**config.mk**
```make
export PLATFORM = sky130hd
export DESIGN_NAME = adaptive_loud_sound_detector
export DESIGN_NICKNAME = d
export VERILOG_FILES = /design/src/rtl/core/alsd_pkg.sv /design/src/rtl/core/adaptive_loud_sound_detector.sv /design/src/rtl/core/alsd_csr.sv /design/src/rtl/core/alsd_core.sv
export SDC_FILE = /design/constraint.sdc
export NUM_CORES = 2
export LEC_CHECK = 0
export ABC_CLOCK_PERIOD_IN_PS = 25100
export BUFFER_PORTS_ARGS = -buffer_cell sky130_fd_sc_hd__buf_4
export CAP_MARGIN = 20
export CORE_MARGIN = 2
export CORE_UTILIZATION = 65
export DETAILED_ROUTE_END_ITERATION = 10
export GPL_TIMING_DRIVEN = 0
export PLACE_DENSITY_LB_ADDON = 0.12
export SKIP_CTS_REPAIR_TIMING = 1
export SYNTH_ARGS = -nofsm -noshare
export SYNTH_HDL_FRONTEND = slang
export SYNTH_SLANG_ARGS = --single-unit
```
**constraint.sdc**
```tcl
create_clock -name clock -period 25.1 [get_ports clock]
set_input_delay 6.275 -clock clock [delete_from_list [all_inputs] [get_ports clock]]
set_output_delay 6.275 -clock clock [all_outputs]
set_load 0.01 [all_outputs]
```
**src/rtl/core/alsd_pkg.sv**
```systemverilog
// ----------------------------------------------------------------------------
// alsd_pkg
// Shared widths, register map, reset values and item types for the adaptive
// loud sound detector.
// ----------------------------------------------------------------------------
package alsd_pkg;

   // field widths
   localparam int TICK_W     = 32;
   localparam int LEVEL_W    = 32;
   localparam int RATIO_W    = 16;
   localparam int ALPHA_W    = 16;
   localparam int COUNT_W    = 8;
   localparam int CSR_IDX_W  = 3;
   localparam int CSR_DATA_W = 32;

   // product widths: level x 16-bit coefficient
   localparam int PROD_W     = LEVEL_W + RATIO_W;
   localparam int THR_W      = PROD_W - 12;

   // register map
   typedef enum logic [CSR_IDX_W-1:0] {
      CSR_RATIO       = 3'd0,
      CSR_MIN_TRIGGER = 3'd1,
      CSR_RISE_ALPHA  = 3'd2,
      CSR_FALL_ALPHA  = 3'd3,
      CSR_WARMUP      = 3'd4,
      CSR_RUN_NEEDED  = 3'd5,
      CSR_COOLDOWN    = 3'd6,
      CSR_LOG_PERIOD  = 3'd7
   } csr_index_type;

   // reset values of the configuration registers
   localparam logic [RATIO_W-1:0] RATIO_RST       = 16'd12953;
   localparam logic [LEVEL_W-1:0] MIN_TRIGGER_RST = 32'd2048000;
   localparam logic [ALPHA_W-1:0] RISE_ALPHA_RST  = 16'd1311;
   localparam logic [ALPHA_W-1:0] FALL_ALPHA_RST  = 16'd6554;
   localparam logic [COUNT_W-1:0] WARMUP_RST      = 8'd8;
   localparam logic [COUNT_W-1:0] RUN_NEEDED_RST  = 8'd4;
   localparam logic [TICK_W-1:0]  COOLDOWN_RST    = 32'd120000;
   localparam logic [TICK_W-1:0]  LOG_PERIOD_RST  = 32'd1000;

   // rounding constants for Q4.12 and Q0.16 products
   localparam logic [PROD_W-1:0]  THR_ROUND = PROD_W'(2048);
   localparam logic [PROD_W-1:0]  EMA_ROUND = PROD_W'(32768);

   typedef struct packed {
      logic [TICK_W-1:0]  log_period_ticks;
      logic [TICK_W-1:0]  cooldown_ticks;
      logic [COUNT_W-1:0] loud_run_needed;
      logic [COUNT_W-1:0] warmup_count;
      logic [ALPHA_W-1:0] fall_alpha_q16;
      logic [ALPHA_W-1:0] rise_alpha_q16;
      logic [LEVEL_W-1:0] min_trigger_q8;
      logic [RATIO_W-1:0] ratio_q12;
   } cfg_type;

   typedef struct packed {
      logic               read_failed;
      logic [TICK_W-1:0]  now_tick;
      logic [LEVEL_W-1:0] rms_q8;
   } item_type;

   typedef struct packed {
      logic               alarm_event;
      logic               warning_event;
      logic [COUNT_W-1:0] loud_run;
      logic               loud;
      logic               armed;
      logic [LEVEL_W-1:0] threshold_q8;
   } result_type;

endpackage

```
**src/rtl/core/adaptive_loud_sound_detector.sv**
```systemverilog
// ----------------------------------------------------------------------------
// adaptive_loud_sound_detector
// Per-window loud sound detection against an adaptive noise baseline.
// ----------------------------------------------------------------------------
// Usage:
//   req_ carries one beat per audio window: RMS level, tick and a read
//   failure flag. rsp_ returns exactly one beat per request beat, in order:
//   threshold, loud-run count and the armed / loud / warning / alarm flags.
//   csr_ writes one configuration register per beat and is always ready;
//   write it only while no window is in flight.
//   A request beat passes an input register, then one pass of compare
//   and multiply logic into the output register, where the detector state
//   is updated as well. One window is taken every cycle while the receiver
//   keeps up; the state loop closes within that single pass.
//   When the receiver stalls, the output register holds its beat and the
//   input register still takes one more window; after that req_tready drops
//   until rsp_tready returns.
//   Synchronous reset clears the baseline, warmup count, loud run and tick
//   history, drops both valid flags and loads the default configuration.
// ----------------------------------------------------------------------------
module adaptive_loud_sound_detector (
   input  logic                            clock,
   input  logic                            reset,
   // request channel
   input  logic                            req_tvalid,
   output logic                            req_tready,
   input  logic [63:0]                     req_tdata,  // rms_q8, now_tick
   input  logic                            req_tuser,  // read_failed
   // response channel
   output logic                            rsp_tvalid,
   input  logic                            rsp_tready,
   output logic [39:0]                     rsp_tdata,  // threshold_q8, loud_run
   output logic [3:0]                      rsp_tuser,  // armed, loud,
                                                       // warning_event, alarm_event
   // configuration write channel
   input  logic                            csr_valid,
   output logic                            csr_ready,
   input  logic [alsd_pkg::CSR_IDX_W-1:0]  csr_index,
   input  logic [alsd_pkg::CSR_DATA_W-1:0] csr_data
);

   alsd_pkg::cfg_type    cfg;
   alsd_pkg::item_type   item_ff, item_in;
   alsd_pkg::result_type res_ff, res_in;
   logic                 in_valid_ff, in_valid_in;
   logic                 out_valid_ff, out_valid_in;
   logic                 req_beat;
   logic                 advance;

   alsd_csr u_csr (
      .clock     (clock),
      .reset     (reset),
      .csr_valid (csr_valid),
      .csr_ready (csr_ready),
      .csr_index (csr_index),
      .csr_data  (csr_data),
      .cfg       (cfg)
   );

   alsd_core u_core (
      .clock   (clock),
      .reset   (reset),
      .step_en (advance),
      .item    (item_ff),
      .cfg     (cfg),
      .result  (res_in)
   );

   // handshake: input register feeds the output register when it has room
   assign advance    = in_valid_ff && (!out_valid_ff || rsp_tready);
   assign req_tready = !in_valid_ff || advance;
   assign req_beat   = req_tvalid && req_tready;

   assign in_valid_in  = req_beat || (in_valid_ff && !advance);
   assign out_valid_in = advance || (out_valid_ff && !rsp_tready);

   // unpack request beat
   always_comb begin
      item_in             = item_ff;
      if (req_beat) begin
         item_in.rms_q8      = req_tdata[31:0];
         item_in.now_tick    = req_tdata[63:32];
         item_in.read_failed = req_tuser;
      end
   end

   always_ff @(posedge clock) begin
      if (reset) begin
         in_valid_ff  <= 1'b0;
         out_valid_ff <= 1'b0;
      end else begin
         in_valid_ff  <= in_valid_in;
         out_valid_ff <= out_valid_in;
      end
   end

   // payload registers
   always_ff @(posedge clock) begin
      item_ff <= item_in;
      if (advance) begin
         res_ff <= res_in;
      end
   end

   // pack response beat
   assign rsp_tvalid = out_valid_ff;
   assign rsp_tdata  = {res_ff.loud_run, res_ff.threshold_q8};
   assign rsp_tuser  = {res_ff.alarm_event, res_ff.warning_event,
                        res_ff.loud, res_ff.armed};

   // a held window is not dropped while the output is stalled
   a_hold_input: assert property (@(posedge clock) disable iff (reset)
      in_valid_ff && !advance |=> in_valid_ff)
      else $error("input beat lost while stalled");

   // a window moved forward always appears at the output
   a_advance_shows: assert property (@(posedge clock) disable iff (reset)
      advance |=> out_valid_ff)
      else $error("advanced beat missing at output");

   // a stalled response beat holds its contents
   a_hold_result: assert property (@(posedge clock) disable iff (reset)
      out_valid_ff && !rsp_tready |=> $stable(rsp_tdata) && $stable(rsp_tuser))
      else $error("stalled response beat changed");

endmodule

```
**src/rtl/core/alsd_csr.sv**
```systemverilog
// ----------------------------------------------------------------------------
// alsd_csr
// Configuration register file, written one register per beat.
// ----------------------------------------------------------------------------
module alsd_csr (
   input  logic                            clock,
   input  logic                            reset,
   input  logic                            csr_valid,
   output logic                            csr_ready,
   input  logic [alsd_pkg::CSR_IDX_W-1:0]  csr_index,
   input  logic [alsd_pkg::CSR_DATA_W-1:0] csr_data,
   output alsd_pkg::cfg_type               cfg
);

   alsd_pkg::cfg_type cfg_ff;
   alsd_pkg::cfg_type cfg_in;

   // always ready: every beat is a single register write
   assign csr_ready = 1'b1;
   assign cfg       = cfg_ff;

   // write decode
   always_comb begin
      cfg_in = cfg_ff;
      if (csr_valid) begin
         case (csr_index)
            alsd_pkg::CSR_RATIO:
               cfg_in.ratio_q12 = csr_data[alsd_pkg::RATIO_W-1:0];
            alsd_pkg::CSR_MIN_TRIGGER:
               cfg_in.min_trigger_q8 = csr_data[alsd_pkg::LEVEL_W-1:0];
            alsd_pkg::CSR_RISE_ALPHA:
               cfg_in.rise_alpha_q16 = csr_data[alsd_pkg::ALPHA_W-1:0];
            alsd_pkg::CSR_FALL_ALPHA:
               cfg_in.fall_alpha_q16 = csr_data[alsd_pkg::ALPHA_W-1:0];
            alsd_pkg::CSR_WARMUP:
               cfg_in.warmup_count = csr_data[alsd_pkg::COUNT_W-1:0];
            alsd_pkg::CSR_RUN_NEEDED:
               cfg_in.loud_run_needed = csr_data[alsd_pkg::COUNT_W-1:0];
            alsd_pkg::CSR_COOLDOWN:
               cfg_in.cooldown_ticks = csr_data[alsd_pkg::TICK_W-1:0];
            alsd_pkg::CSR_LOG_PERIOD:
               cfg_in.log_period_ticks = csr_data[alsd_pkg::TICK_W-1:0];
            default: begin
               cfg_in = cfg_ff;
            end
         endcase
      end
   end

   always_ff @(posedge clock) begin
      if (reset) begin
         cfg_ff.ratio_q12        <= alsd_pkg::RATIO_RST;
         cfg_ff.min_trigger_q8   <= alsd_pkg::MIN_TRIGGER_RST;
         cfg_ff.rise_alpha_q16   <= alsd_pkg::RISE_ALPHA_RST;
         cfg_ff.fall_alpha_q16   <= alsd_pkg::FALL_ALPHA_RST;
         cfg_ff.warmup_count     <= alsd_pkg::WARMUP_RST;
         cfg_ff.loud_run_needed  <= alsd_pkg::RUN_NEEDED_RST;
         cfg_ff.cooldown_ticks   <= alsd_pkg::COOLDOWN_RST;
         cfg_ff.log_period_ticks <= alsd_pkg::LOG_PERIOD_RST;
      end else begin
         cfg_ff <= cfg_in;
      end
   end

endmodule

```
**src/rtl/core/alsd_core.sv**
```systemverilog
// ----------------------------------------------------------------------------
// alsd_core
// Detector state and the single-pass window update: warmup seeding,
// threshold, asymmetric EMA, loud-run counter, warning and alarm events.
// ----------------------------------------------------------------------------
module alsd_core (
   input  logic                 clock,
   input  logic                 reset,
   input  logic                 step_en,
   input  alsd_pkg::item_type   item,
   input  alsd_pkg::cfg_type    cfg,
   output alsd_pkg::result_type result
);

   // detector state
   logic [alsd_pkg::LEVEL_W-1:0] baseline_ff, baseline_in;
   logic [alsd_pkg::COUNT_W-1:0] warmup_ff,   warmup_in;
   logic [alsd_pkg::COUNT_W-1:0] run_ff,      run_in;
   logic [alsd_pkg::TICK_W-1:0]  event_ff,    event_in;
   logic [alsd_pkg::TICK_W-1:0]  period_ff,   period_in;

   logic                         seeding;
   logic [alsd_pkg::LEVEL_W-1:0] base_seed;
   logic [alsd_pkg::COUNT_W-1:0] warmup_next;
   logic [alsd_pkg::PROD_W-1:0]  thr_prod;
   logic [alsd_pkg::THR_W-1:0]   thr_wide;
   logic [alsd_pkg::LEVEL_W-1:0] thr_sat;
   logic [alsd_pkg::LEVEL_W-1:0] thr;
   logic                         armed;
   logic                         loud;
   logic                         falling;
   logic [alsd_pkg::LEVEL_W-1:0] ema_diff;
   logic [alsd_pkg::ALPHA_W-1:0] ema_alpha;
   logic [alsd_pkg::PROD_W-1:0]  ema_prod;
   logic [alsd_pkg::LEVEL_W-1:0] ema_delta;
   logic [alsd_pkg::LEVEL_W-1:0] ema_level;
   logic [alsd_pkg::TICK_W-1:0]  since_event;
   logic [alsd_pkg::TICK_W-1:0]  since_period;
   logic                         cooldown;
   logic                         period_due;
   logic [alsd_pkg::COUNT_W-1:0] run_step;
   logic                         warn;
   logic                         alarm;

   // warmup: seed with the smallest level seen
   assign seeding     = warmup_ff < cfg.warmup_count;
   assign base_seed   = (seeding && (baseline_ff == '0 || item.rms_q8 < baseline_ff))
                        ? item.rms_q8 : baseline_ff;
   assign warmup_next = seeding ? warmup_ff + 8'd1 : warmup_ff;

   // threshold = max(sat(baseline * ratio), floor), Q4.12 rounded
   assign thr_prod = alsd_pkg::PROD_W'(base_seed) * alsd_pkg::PROD_W'(cfg.ratio_q12)
                     + alsd_pkg::THR_ROUND;
   assign thr_wide = thr_prod[alsd_pkg::PROD_W-1:12];
   assign thr_sat  = (|thr_wide[alsd_pkg::THR_W-1:alsd_pkg::LEVEL_W])
                     ? '1 : thr_wide[alsd_pkg::LEVEL_W-1:0];
   assign thr      = (thr_sat < cfg.min_trigger_q8) ? cfg.min_trigger_q8 : thr_sat;

   assign armed = warmup_next >= cfg.warmup_count;
   assign loud  = armed && (item.rms_q8 > thr);

   // one shared EMA multiplier; direction picks the distance and weight
   assign falling   = item.rms_q8 < base_seed;
   assign ema_diff  = falling ? base_seed - item.rms_q8 : item.rms_q8 - base_seed;
   assign ema_alpha = falling ? cfg.fall_alpha_q16 : cfg.rise_alpha_q16;
   assign ema_prod  = alsd_pkg::PROD_W'(ema_diff) * alsd_pkg::PROD_W'(ema_alpha)
                      + alsd_pkg::EMA_ROUND;
   assign ema_delta = ema_prod[alsd_pkg::PROD_W-1:16];

   always_comb begin
      if (base_seed == '0) begin
         ema_level = item.rms_q8;
      end else if (falling) begin
         ema_level = base_seed - ema_delta;
      end else if (item.rms_q8 < thr) begin
         ema_level = base_seed + ema_delta;
      end else begin
         ema_level = base_seed;
      end
   end

   // tick distances, modulo the tick width
   assign since_event  = item.now_tick - event_ff;
   assign since_period = item.now_tick - period_ff;
   assign cooldown     = (event_ff != '0) && (since_event < cfg.cooldown_ticks);
   assign period_due   = since_period >= cfg.log_period_ticks;

   assign run_step = loud ? ((run_ff == '1) ? run_ff : run_ff + 8'd1) : '0;

   // next state and result
   always_comb begin
      baseline_in = baseline_ff;
      warmup_in   = warmup_ff;
      run_in      = run_ff;
      event_in    = event_ff;
      period_in   = period_ff;
      warn        = 1'b0;
      alarm       = 1'b0;

      if (item.read_failed) begin
         alarm = !cooldown;
         if (alarm) begin
            event_in = item.now_tick;
         end
      end else begin
         baseline_in = loud ? base_seed : ema_level;
         warmup_in   = warmup_next;
         if (period_due) begin
            run_in    = run_step;
            period_in = item.now_tick;
            warn      = loud && (run_step >= cfg.loud_run_needed) && !cooldown;
            if (warn) begin
               event_in = item.now_tick;
               run_in   = '0;
            end
         end
      end

      result.threshold_q8  = item.read_failed ? '0 : thr;
      result.armed         = item.read_failed ? (warmup_ff >= cfg.warmup_count) : armed;
      result.loud          = !item.read_failed && loud;
      result.loud_run      = run_in;
      result.warning_event = warn;
      result.alarm_event   = alarm;
   end

   always_ff @(posedge clock) begin
      if (reset) begin
         baseline_ff <= '0;
         warmup_ff   <= '0;
         run_ff      <= '0;
         event_ff    <= '0;
         period_ff   <= '0;
      end else if (step_en) begin
         baseline_ff <= baseline_in;
         warmup_ff   <= warmup_in;
         run_ff      <= run_in;
         event_ff    <= event_in;
         period_ff   <= period_in;
      end
   end

   // a warning restarts the loud run
   a_warn_clears_run: assert property (@(posedge clock) disable iff (reset)
      step_en && result.warning_event |=> run_ff == '0)
      else $error("loud run not cleared after warning");

   // warmup count only moves up
   a_warmup_monotonic: assert property (@(posedge clock) disable iff (reset)
      !$past(reset) |-> warmup_ff >= $past(warmup_ff))
      else $error("warmup count went down");

   // a failed read leaves the baseline alone
   a_fail_keeps_baseline: assert property (@(posedge clock) disable iff (reset)
      step_en && item.read_failed |=> $stable(baseline_ff))
      else $error("baseline moved on a failed read");

endmodule
```
-- Yosys cells after proc, flatten, opt, wreduce, memory -nomap -nowiden
Index checks and enable logic that the tools add are counted.
- reductions and logical operators: 40
- bitwise operators: 2
- divide/modulo/power cells: 0
- multiplexer cells: 20
- multipliers: 2
- eq/ne operators: 9
- order comparisons: 11
- shifts and indexed selects: 0
- add/sub/neg operators: 10
- operators with widths (cell ; count):
    $mux 32 ; 12
    $lt 32x32->1 ; 5
    $sub 32x32->32 ; 5
    $mul 32x16->48 ; 2
    $logic_not 32->1 ; 2
    $add 48x12->48 const B ; 1
    $add 48x16->48 const B ; 1
    $mux 8 ; 6
    $add 32x32->32 ; 1
    $ge 32x32->1 ; 1
    $gt 32x32->1 ; 1
    $reduce_bool 32->1 ; 1
    $ge 8x8->1 ; 3
    $reduce_and 2->1 ; 9
    $add 8x1->8 const B ; 2
    $mux 16 ; 1
    $eq 3x3->1 const B ; 4
    $logic_and 1x1->1 ; 10
    $eq 8x8->1 const B ; 1
    $lt 8x8->1 ; 1
    $eq 3x2->1 const B ; 2
    $logic_not 1->1 ; 6
    $logic_or 1x1->1 ; 5
    $reduce_and 4->1 ; 1
    other kinds (9) ; 11
- bits in latches: 0
- logic and storage cells: 118
- flip-flop bits (word level): 383
- memories kept: 0
- memory bits (read-only): 0
- bits in writable memories: 0
- input bits: 105

-- Longest topological paths before layout
- word-level depth: 19
- depth in mapped cells: 85

-- By module
From an unflattened synthesis, not the netlist that was laid out.
- cell total of the unflattened synthesis: 7328
- area, all modules: 62468.7 sq um
- by module, submodules not included (module ; times used ; cells each ; seq. area each (sq um) ; area an instance (sq um)):
    alsd_core ; 1 ; 6615 ; 2242.2 ; 52733.1
    alsd_csr ; 1 ; 594 ; 3203.1 ; 6358.6
    adaptive_loud_sound_detector ; 1 ; 119 ; 3313.2 ; 3377.0

-- Worst setup path after synthesis
OpenSTA, ideal clock, no wires.
- path kind: register to register
- from: register item_ff[17] (netlist bit)
- to: register u_core.event_ff[10] (netlist bit)
- slack: 8078 ps
- data required time: 24972 ps
- arrival: 16895 ps
- period minus slack after synthesis: 17022 ps
- stages on the path, launching flop included: 80
- path through: edfxtp_1 > ha_1 > a21o_1 > a221o_1 > a211o_1 > a2111o_1 > a21oi_2 > buf_4 > buf_4 > buf_1 > nand2_1 > o21ai_1 > clkbuf_1 > nand2_1 > fa_1 > inv_1 > fa_1 > fa_1 > (+44 left out) > clkbuf_1 > buf_1 > nor2_1 > ha_1 > a21o_1 > a21o_1 > a21o_1 > a21oi_1 > nor2b_1 > o21ai_0 > nand2b_1 > a21oi_1 > nor2_1 > nand4_1 > a21oi_1 > clkbuf_1 > mux2i_1 > nor2_1
- longest elaborated chain between the ends: 18
- ends and longest elaborated chain (what ; line ; source):
    from (decl) ; adaptive_loud_sound_detector.sv:43 ; alsd_pkg::item_type item_ff, item_in;
    from (signal assigned) ; adaptive_loud_sound_detector.sv:99 ; item_ff <= item_in;
    $lt 32x32->1 ; alsd_core.sv:47 ; assign base_seed = (seeding && (baseline_ff == '0 || item.rms_q8 < baseline_ff))
    $logic_or 1x1->1 ; alsd_core.sv:47 ;
    $logic_and 1x1->1 ; alsd_core.sv:47 ;
    $mux 32 ; alsd_core.sv:48 ; ? item.rms_q8 : baseline_ff;
    $mul 32x16->48 ; alsd_core.sv:52 ; assign thr_prod = alsd_pkg::PROD_W'(base_seed) * alsd_pkg::PROD_W'(cfg.ratio_q12)
    $add 48x12->48 ; alsd_core.sv:53 ; + alsd_pkg::THR_ROUND;
    $reduce_or 4->1 ; alsd_core.sv:55 ; assign thr_sat = (|thr_wide[alsd_pkg::THR_W-1:alsd_pkg::LEVEL_W])
    $mux 32 ; alsd_core.sv:56 ; ? '1 : thr_wide[alsd_pkg::LEVEL_W-1:0];
    $lt 32x32->1 ; alsd_core.sv:57 ; assign thr = (thr_sat < cfg.min_trigger_q8) ? cfg.min_trigger_q8 : thr_sat;
    $mux 32 ; alsd_core.sv:57 ;
    $gt 32x32->1 * ; alsd_core.sv:60 ; assign loud = armed && (item.rms_q8 > thr);
    $logic_and 1x1->1 * ; alsd_core.sv:60 ;
    $mux 8 ; alsd_core.sv:88 ; assign run_step = loud ? ((run_ff == '1) ? run_ff : run_ff + 8'd1) : '0;
    $ge 8x8->1 ; alsd_core.sv:111 ; warn = loud && (run_step >= cfg.loud_run_needed) && !cooldown;
    $logic_and 1x1->1 * (2 in a row) ; alsd_core.sv:111 ;
    $reduce_bool 2->1 (no source line) * ; -- ;
    $reduce_and 4->1 (no source line) * ; -- ;
    to (signal assigned) ; alsd_core.sv:138 ; event_ff <= event_in;
    to (decl) ; alsd_core.sv:19 ; logic [alsd_pkg::TICK_W-1:0] event_ff, event_in;
Mark *: on every way between the ends. The rest lies on a longest branch, timed or not.
A chain may end at the register's enable or synchronous reset.

-- Final worst setup path
- from: register item_ff[5] (netlist bit)
- to: register u_core.event_ff[3] (netlist bit)
Same word-level chain as after synthesis.

==> out/qor.yml <==
clk_pin_slew_ns: 0.06
syn_area_per_cell_um2: 8.25
grt.overflow.total: 0
io_pins: 152
min_period_over_period_pct: 97.9
area_delta_synth_final_pct: 7.05
die_y_um: 313
die_area_mm2: 0.0980
grt_pass1_vias: 56494
slowest_delay_ns: 0.89
whs_ns: 0.454
synth_flop_cell: "dfxtp_1"
dr.pass1.iters: 8
synthArstFlopShare_pct: 0
cts_root_buf: "clkbuf_16"
fin_crit_ns: 24.58
crit_path_frequent_cell: "a21o_1"
critPathCaptureType: "register"
route.antenna.remaining_nets: 0
antenna_found_initial: 16
grt_pass1_wl_um: 336000
drt_iter0_drc: 6342
synth.most_common_cell: "inv_1"
grt_max_degree: 66
max_slew_margin_pct: 18.9
ys_types: 83
yosysWarnings: 0
crit_slowest_cell: "a21oi_1"
clockBufferDepth: 3
max_freq_ghz: 0.0407
clkLatencyLatePin_ns: 0.64
rows: 113
cts_inserted_buffers: 43
cp.arrival_ns: 25.05
worstReg2RegEnd: "u_core.event_ff[3]$_SDFFE_PP0P_"
synthCells: 7530
critPathRequiredTime_ns: 25.57
hpwlAfterDp_um: 182000
min_from: "u_core.period_ff[18]$_SDFFE_PP0P_"
max_cap_violations: 0
synth.area.top_cells: "fa_1 (27%), ha_1 (13%), dfxtp_1 (8.8%)"
finalSetupViolCount: 0
hold_depth: 2
cp_top_family: "compound AO/OA/AOI/OAI gates"
die_w_um: 313
fillers: 7834
cts_tree: "done"
tns_ns: 0
place.gp.congestion: 1.11
rsz0062_at_grt: "false"
route.detailed.drc: 0
status: "finished, final reports clean"
yosysTopAreaCell: "fa_1"
synth_top_area_share_pct: 27.1
grt_use_total_pct: 45.7
path_max_fanout: 12
drv_slew: 0
crit_start: "item_ff[5]$_DFFE_PP_"
cp.depth: 81
r2r-start: "item_ff[5]$_DFFE_PP_"
tightest_slew_ns: 1.18
synth_commonest_cells: "inv_1 (1336), nand2_1 (1257), fa_1 (841), ha_1 (658), a21oi_1 (458)"
start_kind: "register"
hold_viol: 0
drive_above_1_share_pct: 4.13
worstHoldPathType: "reg2reg"
synth-seq-cells: 383
final_util_pct: 70.1
htree_levels: 2
seq_area_mm2: 0.00876
via_count: 56022
path_class: "reg2reg"
netlist_area_mm2: 0.0621
routed_wl_um: 223000
cts_sinks: 383
reg2reg_depth: 81
wl_per_cell_um: 24.7
ys_seq_area_share_pct: 14.1
synth_edf_count: 109
path_buf_inv: 13
coreArea_mm2: 0.0949
start_util_pct: 65.5
io_buffer_count: 139
vias_per_cell: 6.20
cp-endpoint: "u_core.event_ff[3]$_SDFFE_PP0P_"
fin_nets: 9335
clock_skew_ns: 0.0396
r2r_slack_ns: 0.52
multi_input_area_mm2: 0.0469
synth_nets: 9134
-- layer usage --
layer	track usage [%]	share of wire [%]	vias up
met5	0	0.091	-
li1	-	-	24509
met1	57.7	37	27143
met3	16.3	14	845
met4	25.0	6.6	10
met2	68.6	43	3515
-- layout make-up --
cell class / instances / area share, %
clock buffer: 58 / 1.94
sequential: 383 / 13.2
tap: 1265 / 2.38
inverter: 1337 / 7.55
timing repair buffer: 156 / 1.78
antenna: 6 / 0.0226
multi-input combinational: 5450 / 70.6
clock inverter: 21 / 0.461
buffer: 360 / 2.13
-- worst min-delay path, stage by stage, from the launching register on --
cell and delay, ns:
dfxtp_1 0.31, nand2_1 0.05, a21oi_1 0.05
-- worst min-delay path by stage --
| stage | slack, ns | end |
|---|---|---|
| after floorplan | 0.43 | u_core.baseline_ff[29]$_SDFFE_PP0P_ |
| after global placement | 0.44 | u_core.period_ff[23]$_SDFFE_PP0P_ |
| after detailed placement | 0.45 | u_csr.cfg[79]$_SDFFE_PP0P_ |
| after CTS | 0.46 | u_csr.cfg[155]$_SDFFE_PP0P_ |
| after global routing | 0.47 | u_csr.cfg[69]$_SDFFE_PP0P_ |
| final | 0.45 | u_core.period_ff[18]$_SDFFE_PP0P_ |
-- registers in the layout, indices dropped and copies added (netlist names) --
name and cells:
item_ff 65, rsp_tvalid 1, u_csr.cfg 160, in_valid_ff 1, u_core.period_ff 32, rsp_tdata 40, u_core.event_ff 32, rsp_tuser 4
u_core.baseline_ff 32, u_core.warmup_ff 8, u_core.run_ff 8
-- logic make-up after synthesis --
family          Yosys count  synth area share, %
flops                   383                 14.1
buf+inv                1697                 10.4
simple gates           2378                 17.5
xor+xnor                175                 2.49
mux                     109                 1.78
other cells               1              0.00604
compound gates         1288                 13.4
fa+ha+maj              1499                 40.4
-- layout by cell type, fill, tap and decap left out, types with 96 or more instances in the layout --
master / count
o21ai_0: 170
mux2i_1: 96
fa_1: 841
ha_1: 658
nor2_1: 329
xnor2_1: 118
dfxtp_1: 274
a21o_1: 176
a21oi_1: 458
clkbuf_1: 310
and2_1: 293
edfxtp_1: 109
inv_1: 1335
nand2_1: 1257
nor2b_1: 103
buf_4: 159
-- metrics by stage --
stage	setup slack, ns	area, um2	cells
floorplan	8.08	62100	7530
global placement	1.66	64700	8934
detailed placement	1.53	64800	8945
CTS	1.44	66400	9024
global route	0.185	66500	9032
finish	0.516	66500	9036
Power is left out: the tool's default activity adds up to more than one toggle a clock period on the data nets, which glitch-free logic cannot reach.
